**config.mk**
```make
export PLATFORM = sky130hd
export DESIGN_NAME = strict_priority_ready_queues
export DESIGN_NICKNAME = d
export VERILOG_FILES = /design/src/rtl/core/spq_pkg.sv /design/src/rtl/core/strict_priority_ready_queues.sv
export SDC_FILE = /design/constraint.sdc
export NUM_CORES = 1
export LEC_CHECK = 0
export BUFFER_PORTS_ARGS = -buffer_cell sky130_fd_sc_hd__buf_4
export CAP_MARGIN = 20
export CORE_MARGIN = 10
export CORE_UTILIZATION = 55
export DETAILED_ROUTE_END_ITERATION = 12
export PLACE_DENSITY = 0.72
export SKIP_CTS_REPAIR_TIMING = 1
export SLEW_MARGIN = 40
export SYNTH_ARGS = -nofsm -noshare
export SYNTH_HDL_FRONTEND = slang
export SYNTH_SLANG_ARGS = --single-unit
```
**constraint.sdc**
```tcl
create_clock -name clk -period 4.68 [get_ports clk]
set_clock_uncertainty 0.1 [all_clocks]
set_input_delay 0.936 -clock clk [delete_from_list [all_inputs] [get_ports clk]]
set_output_delay 0.936 -clock clk [all_outputs]
set_load 0.005 [all_outputs]
```
**src/rtl/core/spq_pkg.sv**
```systemverilog
// ----------------------------------------------------------------------------
// spq_pkg: shared types and codes for the strict priority ready queues
// Command codes, result status codes and fixed field widths.
// ----------------------------------------------------------------------------
package spq_pkg;

	// fixed field widths of the item and result ports
	localparam int unsigned CMD_W   = 1;
	localparam int unsigned PID_W   = 8;
	localparam int unsigned PRIO_W  = 3;
	localparam int unsigned LEVEL_W = 2;

	// one queue per priority level, level 0 is real time
	localparam int unsigned NUM_LEVELS = 4;

	typedef logic [CMD_W-1:0] cmd_t;
	localparam cmd_t CMD_ADD  = 1'b0;
	localparam cmd_t CMD_TAKE = 1'b1;

	typedef enum logic [1:0] {
		ST_OK      = 2'd0,
		ST_EMPTY   = 2'd1,
		ST_FULL    = 2'd2,
		ST_IGNORED = 2'd3
	} status_t;

	typedef logic [LEVEL_W-1:0] level_t;

endpackage

```
**src/rtl/core/strict_priority_ready_queues.sv**
```systemverilog
// ----------------------------------------------------------------------------
// strict_priority_ready_queues: four FIFO ready queues with strict priority
// Result: an accepted item gives its result in the output register in the
//   cycle after the transfer. Throughput: one item per cycle while the
//   result is free or taken; the store has a single registered read port.
// Reset: arst_n clears all head/tail pointers, fill counts and the output
//   valid at once. The queue store is not cleared; no clearing pass is run.
// ----------------------------------------------------------------------------
module strict_priority_ready_queues #(
	parameter int unsigned QUEUE_DEPTH = 16,
	parameter int unsigned ID_WIDTH    = 8
) (
	input  logic                         clk,
	input  logic                         arst_n,

	// item channel
	input  logic                         in_valid,
	output logic                         in_ready,
	input  logic [spq_pkg::CMD_W-1:0]    command,
	input  logic [spq_pkg::PID_W-1:0]    process_id,
	input  logic [spq_pkg::PRIO_W-1:0]   priority_req,

	// result channel
	output logic                         out_valid,
	input  logic                         out_ready,
	output logic [1:0]                   status,
	output logic [spq_pkg::PID_W-1:0]    taken_id,
	output logic [spq_pkg::LEVEL_W-1:0]  taken_level,
	output logic                         all_empty
);

	// pointer and occupancy widths follow the queue depth
	localparam int unsigned PTR_W  = (QUEUE_DEPTH > 1) ? $clog2(QUEUE_DEPTH) : 1;
	localparam int unsigned CNT_W  = $clog2(QUEUE_DEPTH + 1);
	// only the low ID_WIDTH bits of an identifier are kept, and never more
	// than the port carries
	localparam int unsigned KEEP_W = (ID_WIDTH < spq_pkg::PID_W) ? ID_WIDTH : spq_pkg::PID_W;

	localparam logic [PTR_W-1:0] PTR_LAST = PTR_W'(QUEUE_DEPTH - 1);
	localparam logic [CNT_W-1:0] CNT_FULL = CNT_W'(QUEUE_DEPTH);

	// advance a ring pointer, wrap from the last entry back to zero
	function automatic logic [PTR_W-1:0] bump(input logic [PTR_W-1:0] p);
		logic [PTR_W-1:0] r;
		if (p == PTR_LAST) begin
			r = '0;
		end else begin
			r = p + PTR_W'(1);
		end
		return r;
	endfunction

	// ------------------------------------------------------------------
	// queue state
	// ------------------------------------------------------------------
	logic [PTR_W-1:0]  head_q [spq_pkg::NUM_LEVELS];
	logic [PTR_W-1:0]  tail_q [spq_pkg::NUM_LEVELS];
	logic [CNT_W-1:0]  cnt_q  [spq_pkg::NUM_LEVELS];
	logic [CNT_W-1:0]  cnt_d  [spq_pkg::NUM_LEVELS];

	// queue store: one row per level, one write or one read per cycle
	logic [KEEP_W-1:0] store_mem [spq_pkg::NUM_LEVELS][QUEUE_DEPTH];

	// output register
	logic              out_valid_q;
	spq_pkg::status_t  status_q;
	spq_pkg::level_t   level_q;
	logic              all_empty_q;
	logic              take_ok_q;
	logic [KEEP_W-1:0] rd_data_q;

	// ------------------------------------------------------------------
	// decode of the item at the input
	// ------------------------------------------------------------------
	logic                   in_fire;
	logic                   is_add;
	logic                   prio_ok;
	spq_pkg::level_t        add_lvl;
	logic                   add_full;
	logic [spq_pkg::NUM_LEVELS-1:0] non_empty;
	logic                   take_hit;
	spq_pkg::level_t        take_lvl;
	logic                   do_push;
	logic                   do_pop;
	logic                   empty_after;
	spq_pkg::status_t       status_d;

	// take a new item whenever the result register is free or draining
	assign in_ready = !out_valid_q || out_ready;
	assign in_fire  = in_valid && in_ready;

	assign is_add   = (command == spq_pkg::CMD_ADD);
	assign prio_ok  = (priority_req < spq_pkg::PRIO_W'(spq_pkg::NUM_LEVELS));
	assign add_lvl  = priority_req[spq_pkg::LEVEL_W-1:0];
	assign add_full = (cnt_q[add_lvl] == CNT_FULL);

	// fixed four-way priority encoder: lowest-numbered non-empty level wins
	always_comb begin
		take_lvl = '0;
		for (int l = 0; l < spq_pkg::NUM_LEVELS; l++) begin
			non_empty[l] = (cnt_q[l] != '0);
		end
		for (int l = spq_pkg::NUM_LEVELS - 1; l >= 0; l--) begin
			if (non_empty[l]) begin
				take_lvl = spq_pkg::LEVEL_W'(l);
			end
		end
	end

	assign take_hit = |non_empty;
	assign do_push  = in_fire && is_add && prio_ok && !add_full;
	assign do_pop   = in_fire && !is_add && take_hit;

	// next occupancy; push and pop never happen together
	always_comb begin
		for (int l = 0; l < spq_pkg::NUM_LEVELS; l++) begin
			cnt_d[l] = cnt_q[l];
		end
		if (do_push) begin
			cnt_d[add_lvl] = cnt_q[add_lvl] + CNT_W'(1);
		end
		if (do_pop) begin
			cnt_d[take_lvl] = cnt_q[take_lvl] - CNT_W'(1);
		end
		empty_after = 1'b1;
		for (int l = 0; l < spq_pkg::NUM_LEVELS; l++) begin
			if (cnt_d[l] != '0) begin
				empty_after = 1'b0;
			end
		end
	end

	// result status of this item
	always_comb begin
		if (is_add) begin
			if (!prio_ok) begin
				status_d = spq_pkg::ST_IGNORED;
			end else if (add_full) begin
				status_d = spq_pkg::ST_FULL;
			end else begin
				status_d = spq_pkg::ST_OK;
			end
		end else if (take_hit) begin
			status_d = spq_pkg::ST_OK;
		end else begin
			status_d = spq_pkg::ST_EMPTY;
		end
	end

	// ------------------------------------------------------------------
	// pointers and fill counts
	// ------------------------------------------------------------------
	always_ff @(posedge clk or negedge arst_n) begin
		if (!arst_n) begin
			for (int l = 0; l < spq_pkg::NUM_LEVELS; l++) begin
				head_q[l] <= '0;
				tail_q[l] <= '0;
				cnt_q[l]  <= '0;
			end
		end else begin
			for (int l = 0; l < spq_pkg::NUM_LEVELS; l++) begin
				cnt_q[l] <= cnt_d[l];
			end
			if (do_push) begin
				tail_q[add_lvl] <= bump(tail_q[add_lvl]);
			end
			if (do_pop) begin
				head_q[take_lvl] <= bump(head_q[take_lvl]);
			end
		end
	end

	// ------------------------------------------------------------------
	// queue store: write the tail on push, read the head on pop; the read
	// data register doubles as the identifier field of the result
	// ------------------------------------------------------------------
	always_ff @(posedge clk) begin
		if (do_push) begin
			store_mem[add_lvl][tail_q[add_lvl]] <= process_id[KEEP_W-1:0];
		end
		if (do_pop) begin
			rd_data_q <= store_mem[take_lvl][head_q[take_lvl]];
		end
	end

	// ------------------------------------------------------------------
	// result register: load on every transfer in, drop valid once taken
	// ------------------------------------------------------------------
	always_ff @(posedge clk or negedge arst_n) begin
		if (!arst_n) begin
			out_valid_q <= 1'b0;
		end else if (in_fire) begin
			out_valid_q <= 1'b1;
		end else if (out_ready) begin
			out_valid_q <= 1'b0;
		end
	end

	always_ff @(posedge clk) begin
		if (in_fire) begin
			status_q    <= status_d;
			level_q     <= do_pop ? take_lvl : '0;
			all_empty_q <= empty_after;
			take_ok_q   <= do_pop;
		end
	end

	// identifier and level read as zero unless the item was a good take
	assign out_valid   = out_valid_q;
	assign status      = status_q;
	assign taken_level = level_q;
	assign taken_id    = take_ok_q ? spq_pkg::PID_W'(rd_data_q) : '0;
	assign all_empty   = all_empty_q;

	// ------------------------------------------------------------------
	// assertions
	// ------------------------------------------------------------------

	// no queue ever holds more than its depth
	assert property (@(posedge clk) disable iff (!arst_n)
		(cnt_q[0] <= CNT_FULL) && (cnt_q[1] <= CNT_FULL) &&
		(cnt_q[2] <= CNT_FULL) && (cnt_q[3] <= CNT_FULL))
		else $error("fill count above queue depth");

	// a take that finds any queue occupied must succeed
	assert property (@(posedge clk) disable iff (!arst_n)
		(in_fire && !is_add && take_hit) |=> (status_q == spq_pkg::ST_OK) && take_ok_q)
		else $error("take with occupied queue did not succeed");

	// an empty-take result can only come when every queue is empty
	assert property (@(posedge clk) disable iff (!arst_n)
		(out_valid_q && (status_q == spq_pkg::ST_EMPTY)) |-> all_empty_q)
		else $error("empty status while queues still occupied");

	// a nonzero level is reported only for a good take
	assert property (@(posedge clk) disable iff (!arst_n)
		(out_valid_q && (level_q != '0)) |-> (take_ok_q && (status_q == spq_pkg::ST_OK)))
		else $error("taken level reported without a take");

endmodule

```
Word-level counts from Yosys, hierarchy flattened
Memory sizes are Yosys's and may differ from the RTL's.
Cells that the tools add are included.
{ "classes": {"add_sub_neg": 4, "magnitude_cmp": 8, "eq_ne": 3, "muxes": 49, "n_bitwise": 5, "n_reduce_logical": 23} }
{ "op_table": {"columns": ["op", "n"], "rows": [
  ["$mux 128", 1],
  ["$bwmux 20", 2],
  ["$mux 20", 2],
  ["$mux 4", 10],
  ["$reduce_bool 5->1", 8],
  ["$bmux 8 s4", 1],
  ["$bwmux 16", 2],
  ["$demux 8 s4", 1],
  ["$mux 8", 4],
  ["$mux 5", 6],
  ["$bmux 5 s2", 2],
  ["$demux 5 s2", 2],
  ["$bmux 4 s2", 2],
  ["$demux 4 s2", 2],
  ["$mux 2", 7],
  ["$ge 5x5->1 const B", 2],
  ["$not 4->5", 2],
  ["$logic_and 1x1->1", 9],
  ["$add 4x1->4 const B", 2],
  ["$eq 4x4->1 const B", 2],
  ["$ge 3x3->1 const B", 2],
  ["$lt 3x1->1 const B", 2],
  ["$not 2->3", 2],
  ["$add 5x1->5 const B", 1],
  ["11 further kinds", 16]
]} }
{ "word_totals": {"regBits": 67, "ram_bits": 512, "output_inout_bits": 15, "word_cells": 111, "n_memories": 1} }
{ "memory_table": {"columns": ["name", "depth", "word_bits", "rd", "rd_clocked_by_memory_dff", "write_ports", "line", "source"], "rows": [
  ["store_mem", 4, 128, 1, 0, 1, "strict_priority_ready_queues.sv:62", "logic [KEEP_W-1:0] store_mem [spq_pkg::NUM_LEVELS][QUEUE_DEPTH];"]
]} }

Depth between registers and ports, before layout
Gate-level depths: netlist of the first run.
{ "logic_depth": {"ltp_word": 14, "ltp_mapped": 16} }

Least setup slack after synthesis of the first run
No wires, ideal clock.
{ "synth_path": {"path_type": "input to register", "start": "input priority_req[1] (netlist name)", "end": "register all_empty_q, in the netlist all_empty (data pin)", "setup_time_ps": 139, "arrival_ps": 3682, "setup_slack_ps": 759, "stages": 14, "path_buffers": 3, "cell_sequence": "clkbuf_1 > mux4_2 > inv_1 > ha_1 > nand4bb_1 > and4b_1 > buf_2 > nand3b_1 > buf_1 > mux2i_1 > mux2i_1 > nor4_1 > nand4_1 > nor2_1"} }
{ "synth_lines": {"columns": ["element", "line", "source"], "rows": [
  ["start, declared", "strict_priority_ready_queues.sv:21", "input logic [spq_pkg::PRIO_W-1:0] priority_req,"],
  ["end signal, assigned", "strict_priority_ready_queues.sv:203", "all_empty_q <= empty_after;"],
  ["end, declared", "strict_priority_ready_queues.sv:68", "logic all_empty_q;"]
]} }

Worst setup path after layout of the first run
{ "layout_path": {"start": "register cnt_q[10] (netlist name)", "end": "register rd_data_q[5] (data pin)"} }
{ "layout_via": {"elab_chain_cells": 11, "elab_cells_between_ends": 12} }
{ "layout_lines": {"columns": ["element", "line", "source"], "rows": [
  ["start, declared", "strict_priority_ready_queues.sv:58", "logic [CNT_W-1:0] cnt_q [spq_pkg::NUM_LEVELS];"],
  ["start signal, assigned by index", "strict_priority_ready_queues.sv:162", "cnt_q[l] <= cnt_d[l];"],
  ["$reduce_bool 5->1 (*)", "strict_priority_ready_queues.sv:101", "non_empty[l] = (cnt_q[l] != '0);"],
  ["$mux 2 (*) (2 in series)", "strict_priority_ready_queues.sv:104", "if (non_empty[l]) begin"],
  ["$not 2->3 (not written as such)", "strict_priority_ready_queues.sv:182", "rd_data_q <= store_mem[take_lvl][head_q[take_lvl]];"],
  ["$bmux 4 s2", "strict_priority_ready_queues.sv:182", null],
  ["$mux 4 (not written as such) (2 in series)", "strict_priority_ready_queues.sv:182", null],
  ["$not 4->5 (not written as such)", "strict_priority_ready_queues.sv:182", null],
  ["$bmux 8 s4 (*)", "strict_priority_ready_queues.sv:182", null],
  ["$mux 8 (not written as such) (*) (2 in series)", "strict_priority_ready_queues.sv:182", null],
  ["end signal, assigned", "strict_priority_ready_queues.sv:182", null],
  ["end, declared", "strict_priority_ready_queues.sv:70", "logic [KEEP_W-1:0] rd_data_q;"]
]} }
Mark *: on every way between the ends. The rest lies on a longest branch, timed or not. The select of a mux whose other input is x is not followed.
A chain may end at the register's enable or synchronous reset.

==> results of run 1 <==
## logic make-up (layout without fill, tap and decap cells)
group           Yosys count  count (layout)  share of synthesized area (%)
simple gates            552             552                           10.4
xor+xnor                 10              10                          0.374
flops                   579             579                           73.1
mux                      51              51                           2.72
other cells               0               1                              0
fa+ha+maj                 8               8                          0.428
compound gates          330             330                           10.5
buf+inv                 128             207                           2.45
## sequential cells by signal, indices dropped and copies added, names as in the netlist
signal	count
all_empty	1
taken_level	2
store_mem	512
rd_data_q	8
cnt_q	20
head_q	16
out_valid	1
status	2
take_ok_q	1
tail_q	16
## power groups by stage
stage	Sequential [W]	Clock (W)	Combinational, W
CTS	0.00608	0.00424	0.00533
detailed placement	0.00619	0	0.00529
floorplan	0.00609	0	0.00339
finish	0.00610	0.00420	0.00546
global route	0.00611	0.00444	0.00581
global placement	0.00619	0	0.00524
## synthesized netlist by cell type, types with 11 or more instances
cell type / instances / area share, %
mux2_2: 11 / 0.53
and3_1: 11 / 0.29
nor3_1: 20 / 0.43
mux2i_1: 31 / 1.3
nor4_1: 35 / 0.94
inv_1: 12 / 0.19
nand3_1: 36 / 0.77
o221ai_1: 14 / 0.52
nand2_1: 266 / 4.3
clkbuf_1: 58 / 0.93
nor2_1: 136 / 2.2
a221oi_1: 109 / 4.1
o21ai_0: 22 / 0.47
buf_2: 41 / 0.88
and2_1: 12 / 0.32
dfrtp_1: 53 / 5.7
a222oi_1: 24 / 1.0
a21oi_1: 89 / 1.9
edfxtp_1: 526 / 67
a31oi_1: 14 / 0.37
## metal layers
layer,share of wire (%),GRT usage [%],vias to the layer above
met5,0.042,0,-
met4,3.5,8.83,4
met3,11,5.67,151
met2,48,38.4,914
met1,38,32.4,7526
li1,-,-,6538
## worst max-delay path, stage by stage (launching register included)
cell	delay, ns
dfrtp_1	0.44
or4_1	0.70
or4_4	0.66
nor4_4	0.50
a221oi_2	0.09
inv_2	0.24
nand2_1	0.38
nor4_1	0.64
or4_1	0.23
a22oi_1	0.08
## cell type report
type                       count  area (sq um)
fill                        3100         15900
multi-input combinational    951          5800
clock inverter                27           204
antenna                        1          2.50
sequential                   579         17100
timing repair buffer          94           806
clock buffer                  72          1480
tap                          539           674
inverter                      14          57.6
## worst paths after layout
kind,startpoint,end,slack (ns),cells past startpoint
min,arst_n,tail_q[5]$_DFFE_PN0P_,0.27,1
max reg2reg,cnt_q[10]$_DFF_PN0_,rd_data_q[5]$_DFFE_PP_,0.36,9
max,cnt_q[10]$_DFF_PN0_,rd_data_q[5]$_DFFE_PP_,0.36,9
min reg2reg,head_q[6]$_DFFE_PN0P_,head_q[6]$_DFFE_PN0P_,0.38,2
min in group clk,head_q[6]$_DFFE_PN0P_,head_q[6]$_DFFE_PN0P_,0.38,2
max in group asynchronous,arst_n,head_q[6]$_DFFE_PN0P_,3.73,1
## stage by stage
stage	hold slack (ns)	util (%)	total power, W	cells	area (sq um)
after detailed placement	0.368	58.1	0.0115	2177	24400
after global placement	0.359	58.1	0.0114	2176	24400
after CTS	0.267	62.2	0.0157	2276	26100
after global routing	0.301	62.2	0.0164	2276	26100
after floorplan	0.341	-	0.00948	1658	23400
final	0.270	62.2	0.0158	2277	26100
==> metrics, run 1 <==
Core Box Area=approximately 0.042 sq mm; Crit Path Class=flip-flop to flip-flop; maximum fanout along the worst path=12; unrepaired setup endpoints after global routing=no; # DRC=0; status=finished, final reports clean; CTS tree=done; nets@finish=approximately 1,700; synthesized area=about 0.023 sq mm; Setup WS pre-CTS=0.467 ns; ys async rst share=a little under a tenth; clk buf depth=3; Finish-stage setup viols=0; Vias per Instance=around 6.6; die area=0.0512 sq mm; max-slew headroom at the worst pin=about 36%; Mean Syn Cell Area=approximately 14 sq um; 1st-pass router iterations=8; Top FF cell, synth=edfxtp_1; Sw Share=36.5%; boundary pin count=31; Gate power share=34.6%; Worst-path clk slew=0.06 ns; commonest non-fill, non-tap cell in the layout=edfxtp_1; pwr dens=about 600 mW/mm^2; H-Tree Depth=2; Max-Cap Viols=0; synth warn=0; Die X-Extent=around 230 microns; clk root buf=clkbuf_16; 1st-iter DRT viols=approximately 2,200; vias=about 15,000; Syn Inst Count=between 1,500 and 2,000; vias in the first global route=between 10,000 and 15,000; Int Pwr=about 0.010 W; EDFF count, synth=526; number of port buffers=30; PnR worst setup slack=about 0.36 ns; Hold Path Class=primary input to async pin; Synth-to-Final Area Change=11.7%; Tmin final=4.32 ns; Final Cycle Share=roughly 90%; Yosys cell types=between 60 and 70; NetSw=0.00575 W; share of cells above drive strength 1=between 10% and 20%; antenna viol nets, final=0; starting density of the core=between 50% and 60%; Routed WL=62,300 microns; DIE HEIGHT=roughly 230 microns; worst vdd ir=0.410 mV; Worst-Margin Slew=between 0.9 and 1 ns; antenna violations before repair=2; CTS Buf Count=55; setup TNS=0 ns; GPL Wtd Cong=between 0.9 and 1; Skew-Pair Late Insertion Delay=slightly above 0.6 ns; Critical Path AT=4.56 ns; CP Launch Type=flip-flop; DP HPWL=38,100 microns; commonest non-fill, non-tap cells in the layout=526 x edfxtp_1, 266 x nand2_1, 131 x nor2_1; #FFs+latches synth=579; # clock sinks=~580; Slew Viols, Final=0; sequential share of the synthesized area=between 70% and 80%; Global Route Usage Sum=approximately a quarter; fmax=between 200 and 250 MHz; Reg power frac=roughly 39%; Rows=75; leakage power total=~8.8 nW; GRT overflow=0; clock power share=26.6%; largest net degree at the start of global routing=94; CP required=around 4.9 ns; Hold Fails Final Rpt=0; CP Capture Type=flip-flop; first-pass GRT wire length=93,200 microns; syn_nets=about 1,700; DR WL/cell=27.4 microns
Note: power is estimated with default switching activity, not from simulation.
==> inputs of run 2 (changes only) <==
- MAX_ROUTING_LAYER: not set -> met4
==> metrics, run 2 (same netlist as run 1, synthesis figures left out) <==
status=finished, final reports clean; GPL Wtd Cong=0.927 (-3.1%); boundary pin count=31 (unchanged); diode count=0 (-1); number of port buffers=30 (unchanged); FF-to-FF End=rd_data_q[2]$_DFFE_PP_; fmax=232 MHz (+0.26%); pwr dens=606 mW/mm^2 (+0.57%); Final Cycle Share=92.1% (-0.24 points); Finished Cell Area=0.0262 sq mm (+0.25%); 1st-pass router iterations=6 (-2); Slew Viols, Final=0 (unchanged); max-slew headroom at the worst pin=40.0% (+4.0 points); hold_ws=0.265 ns (-0.00468 ns); Tmin final=4.31 ns (-0.0112 ns); cell mode on critical path=or4_1; Vias per Instance=6.61 (-0.52%); first-pass GRT wire length=93,300 microns (about the same); Skew-Pair Late Insertion Delay=0.61 ns (about the same); Hold Path Class=primary input to async pin; clk root buf=clkbuf_16; maximum fanout along the worst path=14 (+2); antenna violations before repair=0 (-2); 1st-iter DRT viols=2,045 (-5.7%); Core Box Area=0.0420 sq mm (unchanged); Routed WL=61,900 microns (-0.68%); WP buf/inv=2 (+1); Max-Cap Viols=0 (unchanged); Global Route Usage Sum=25.0% (+0.68 points); NetSw=0.00566 W (-1.5%); GRT overflow=0 (unchanged); Post-Layout Cell Count=2,271 (-0.26%); Inst Count DP=2,174 (-0.14%); crit-path cells=or4_1 -> or4_4 -> nor4_4 -> a221oi_2 -> inv_2 -> buf_4 -> nand2_1 -> nor4_1 -> or4_1 -> a22oi_1; CTS Buf Count=56 (+1.8%); Tot Pwr=0.0159 W (+0.82%); Crit Path Class=flip-flop to flip-flop; vias=15,014 (-0.79%); CP Launch Type=flip-flop; CP Capture Type=flip-flop; Hold Fails Final Rpt=0 (unchanged); commonest non-fill, non-tap cells in the layout=526 x edfxtp_1, 266 x nand2_1, 128 x nor2_1; Reg power frac=38.4% (-0.3 points); Sw Share=35.6% (-0.85 points); DR WL/cell=27.2 microns (-0.41%); Critical Path Max Stage Delay=0.69 ns (about the same); setup TNS=0 ns (unchanged); Worst-path clk slew=0.06 ns (about the same); DP HPWL=37,800 microns (-0.66%); grt peak-use layer=met2; commonest non-fill, non-tap cell in the layout=edfxtp_1; r2r worst-path depth=10 (+1); die area=0.0512 sq mm (unchanged); H-Tree Depth=2 (unchanged); starting density of the core=55.7% (unchanged); # DRC=0 (unchanged); Critical Path AT=4.54 ns (-0.02 ns); vias in the first global route=14,801 (+0.74%); clk buf depth=3 (unchanged); nets@finish=1,717 (-0.12%); leakage power total=8.87 nW (+0.31%); Gate power share=33.8% (-0.8 points); unrepaired setup endpoints after global routing=no; CTS tree=done; CP required=4.91 ns (about the same); GR Util met2=37.8% (-0.58 points); DP Area=0.0244 sq mm (about the same); largest net degree at the start of global routing=85 (-9.6%); met3 GRT Util=4.82% (-0.85 points); met1 Track Usage GR=33.9% (+1.5 points); max reg flops=512 (unchanged); Worst-Margin Slew=0.897 ns (-0.0596 ns); # clock sinks=579 (unchanged); antenna viol nets, final=0 (unchanged); RR Startpoint=cnt_q[10]$_DFF_PN0_; worst vdd ir=0.589 mV (+44%); CP delay by family, top=simple AND/OR/NAND/NOR gates; DIE HEIGHT=226 microns (unchanged); Slowest-stage cell, CP=or4_1; reg2reg setup slack=0.37 ns (about the same); Synth-to-Final Area Change=12.0%; Finish-stage setup viols=0 (unchanged); Rows=75 (unchanged); Die X-Extent=226 microns (unchanged); Int Pwr=0.0102 W (+2.2%); clock power share=27.9% (+1.3 points); share of cells above drive strength 1=12.2% (-0.023 points)
-- run 2: changes by cell type in the layout (fill, tap and decap cells not counted), moves of 2 or more --
cell       change
bufinv_16      +5
clkbuf_1       -4
buf_4          -3
clkinv_2       -3
nor2_1         -3
nor2_2         +3
clkbuf_8       -2
clkinv_1       +2
-- run 2: final cells by class --
cell class                      count  area, sq um
Clock buffer                       66         1440
Sequential cell                   579        17100
Clock inverter                     31          337
Tap cell                          539          674
Multi-Input combinational cell    951         5800
Timing Repair Buffer               91          783
Inverter                           14         57.6
Fill cell                        3081        15800
-- run 2: worst max path at each step --
stage | start | endpoint | slack, ns | cells after the start
floorplan | priority_req[1] | all_empty$_SDFFCE_PP0P_ | 0.76 | 14
global placement | priority_req[1] | all_empty$_SDFFCE_PP0P_ | 0.57 | 13
detailed placement | priority_req[1] | all_empty$_SDFFCE_PP0P_ | 0.47 | 11
CTS | cnt_q[10]$_DFF_PN0_ | rd_data_q[2]$_DFFE_PP_ | 0.51 | 10
global route | cnt_q[10]$_DFF_PN0_ | rd_data_q[2]$_DFFE_PP_ | 0.20 | 10
finish | cnt_q[10]$_DFF_PN0_ | rd_data_q[2]$_DFFE_PP_ | 0.37 | 10
-- run 2: power groups by stage --
stage                     clock, W  sequential (W)  combinational (W)
after floorplan                  0         0.00609            0.00339
after global placement           0         0.00619            0.00518
after detailed placement         0         0.00619            0.00523
after CTS                  0.00446         0.00608            0.00528
after global routing       0.00467         0.00611            0.00574
final                      0.00443         0.00609            0.00537
-- run 2: routing by layer --
layer | vias up | part of all wire (%) | wire (microns)
li1 | 6528 | - | -
met1 | 7453 | 40 | 24600
met2 | 922 | 47 | 29200
met3 | 111 | 10 | 6360
met4 | 0 | 2.7 | 1690
met5 | - | 0 | 0
-- run 2: stage by stage --
stage,util [%],worst slack (ns)
finish,62.3,0.371
global route,62.3,0.203
CTS,62.3,0.509
detailed placement,58.1,0.470
global placement,58.1,0.574
floorplan,-,0.759
-- run 2: worst register-to-register path: stages (launching register included) --
cell	delay [ns]
dfrtp_1	0.42
or4_1	0.69
or4_4	0.67
nor4_4	0.53
a221oi_2	0.09
inv_2	0.11
buf_4	0.24
nand2_1	0.34
nor4_1	0.43
or4_1	0.29
a22oi_1	0.12
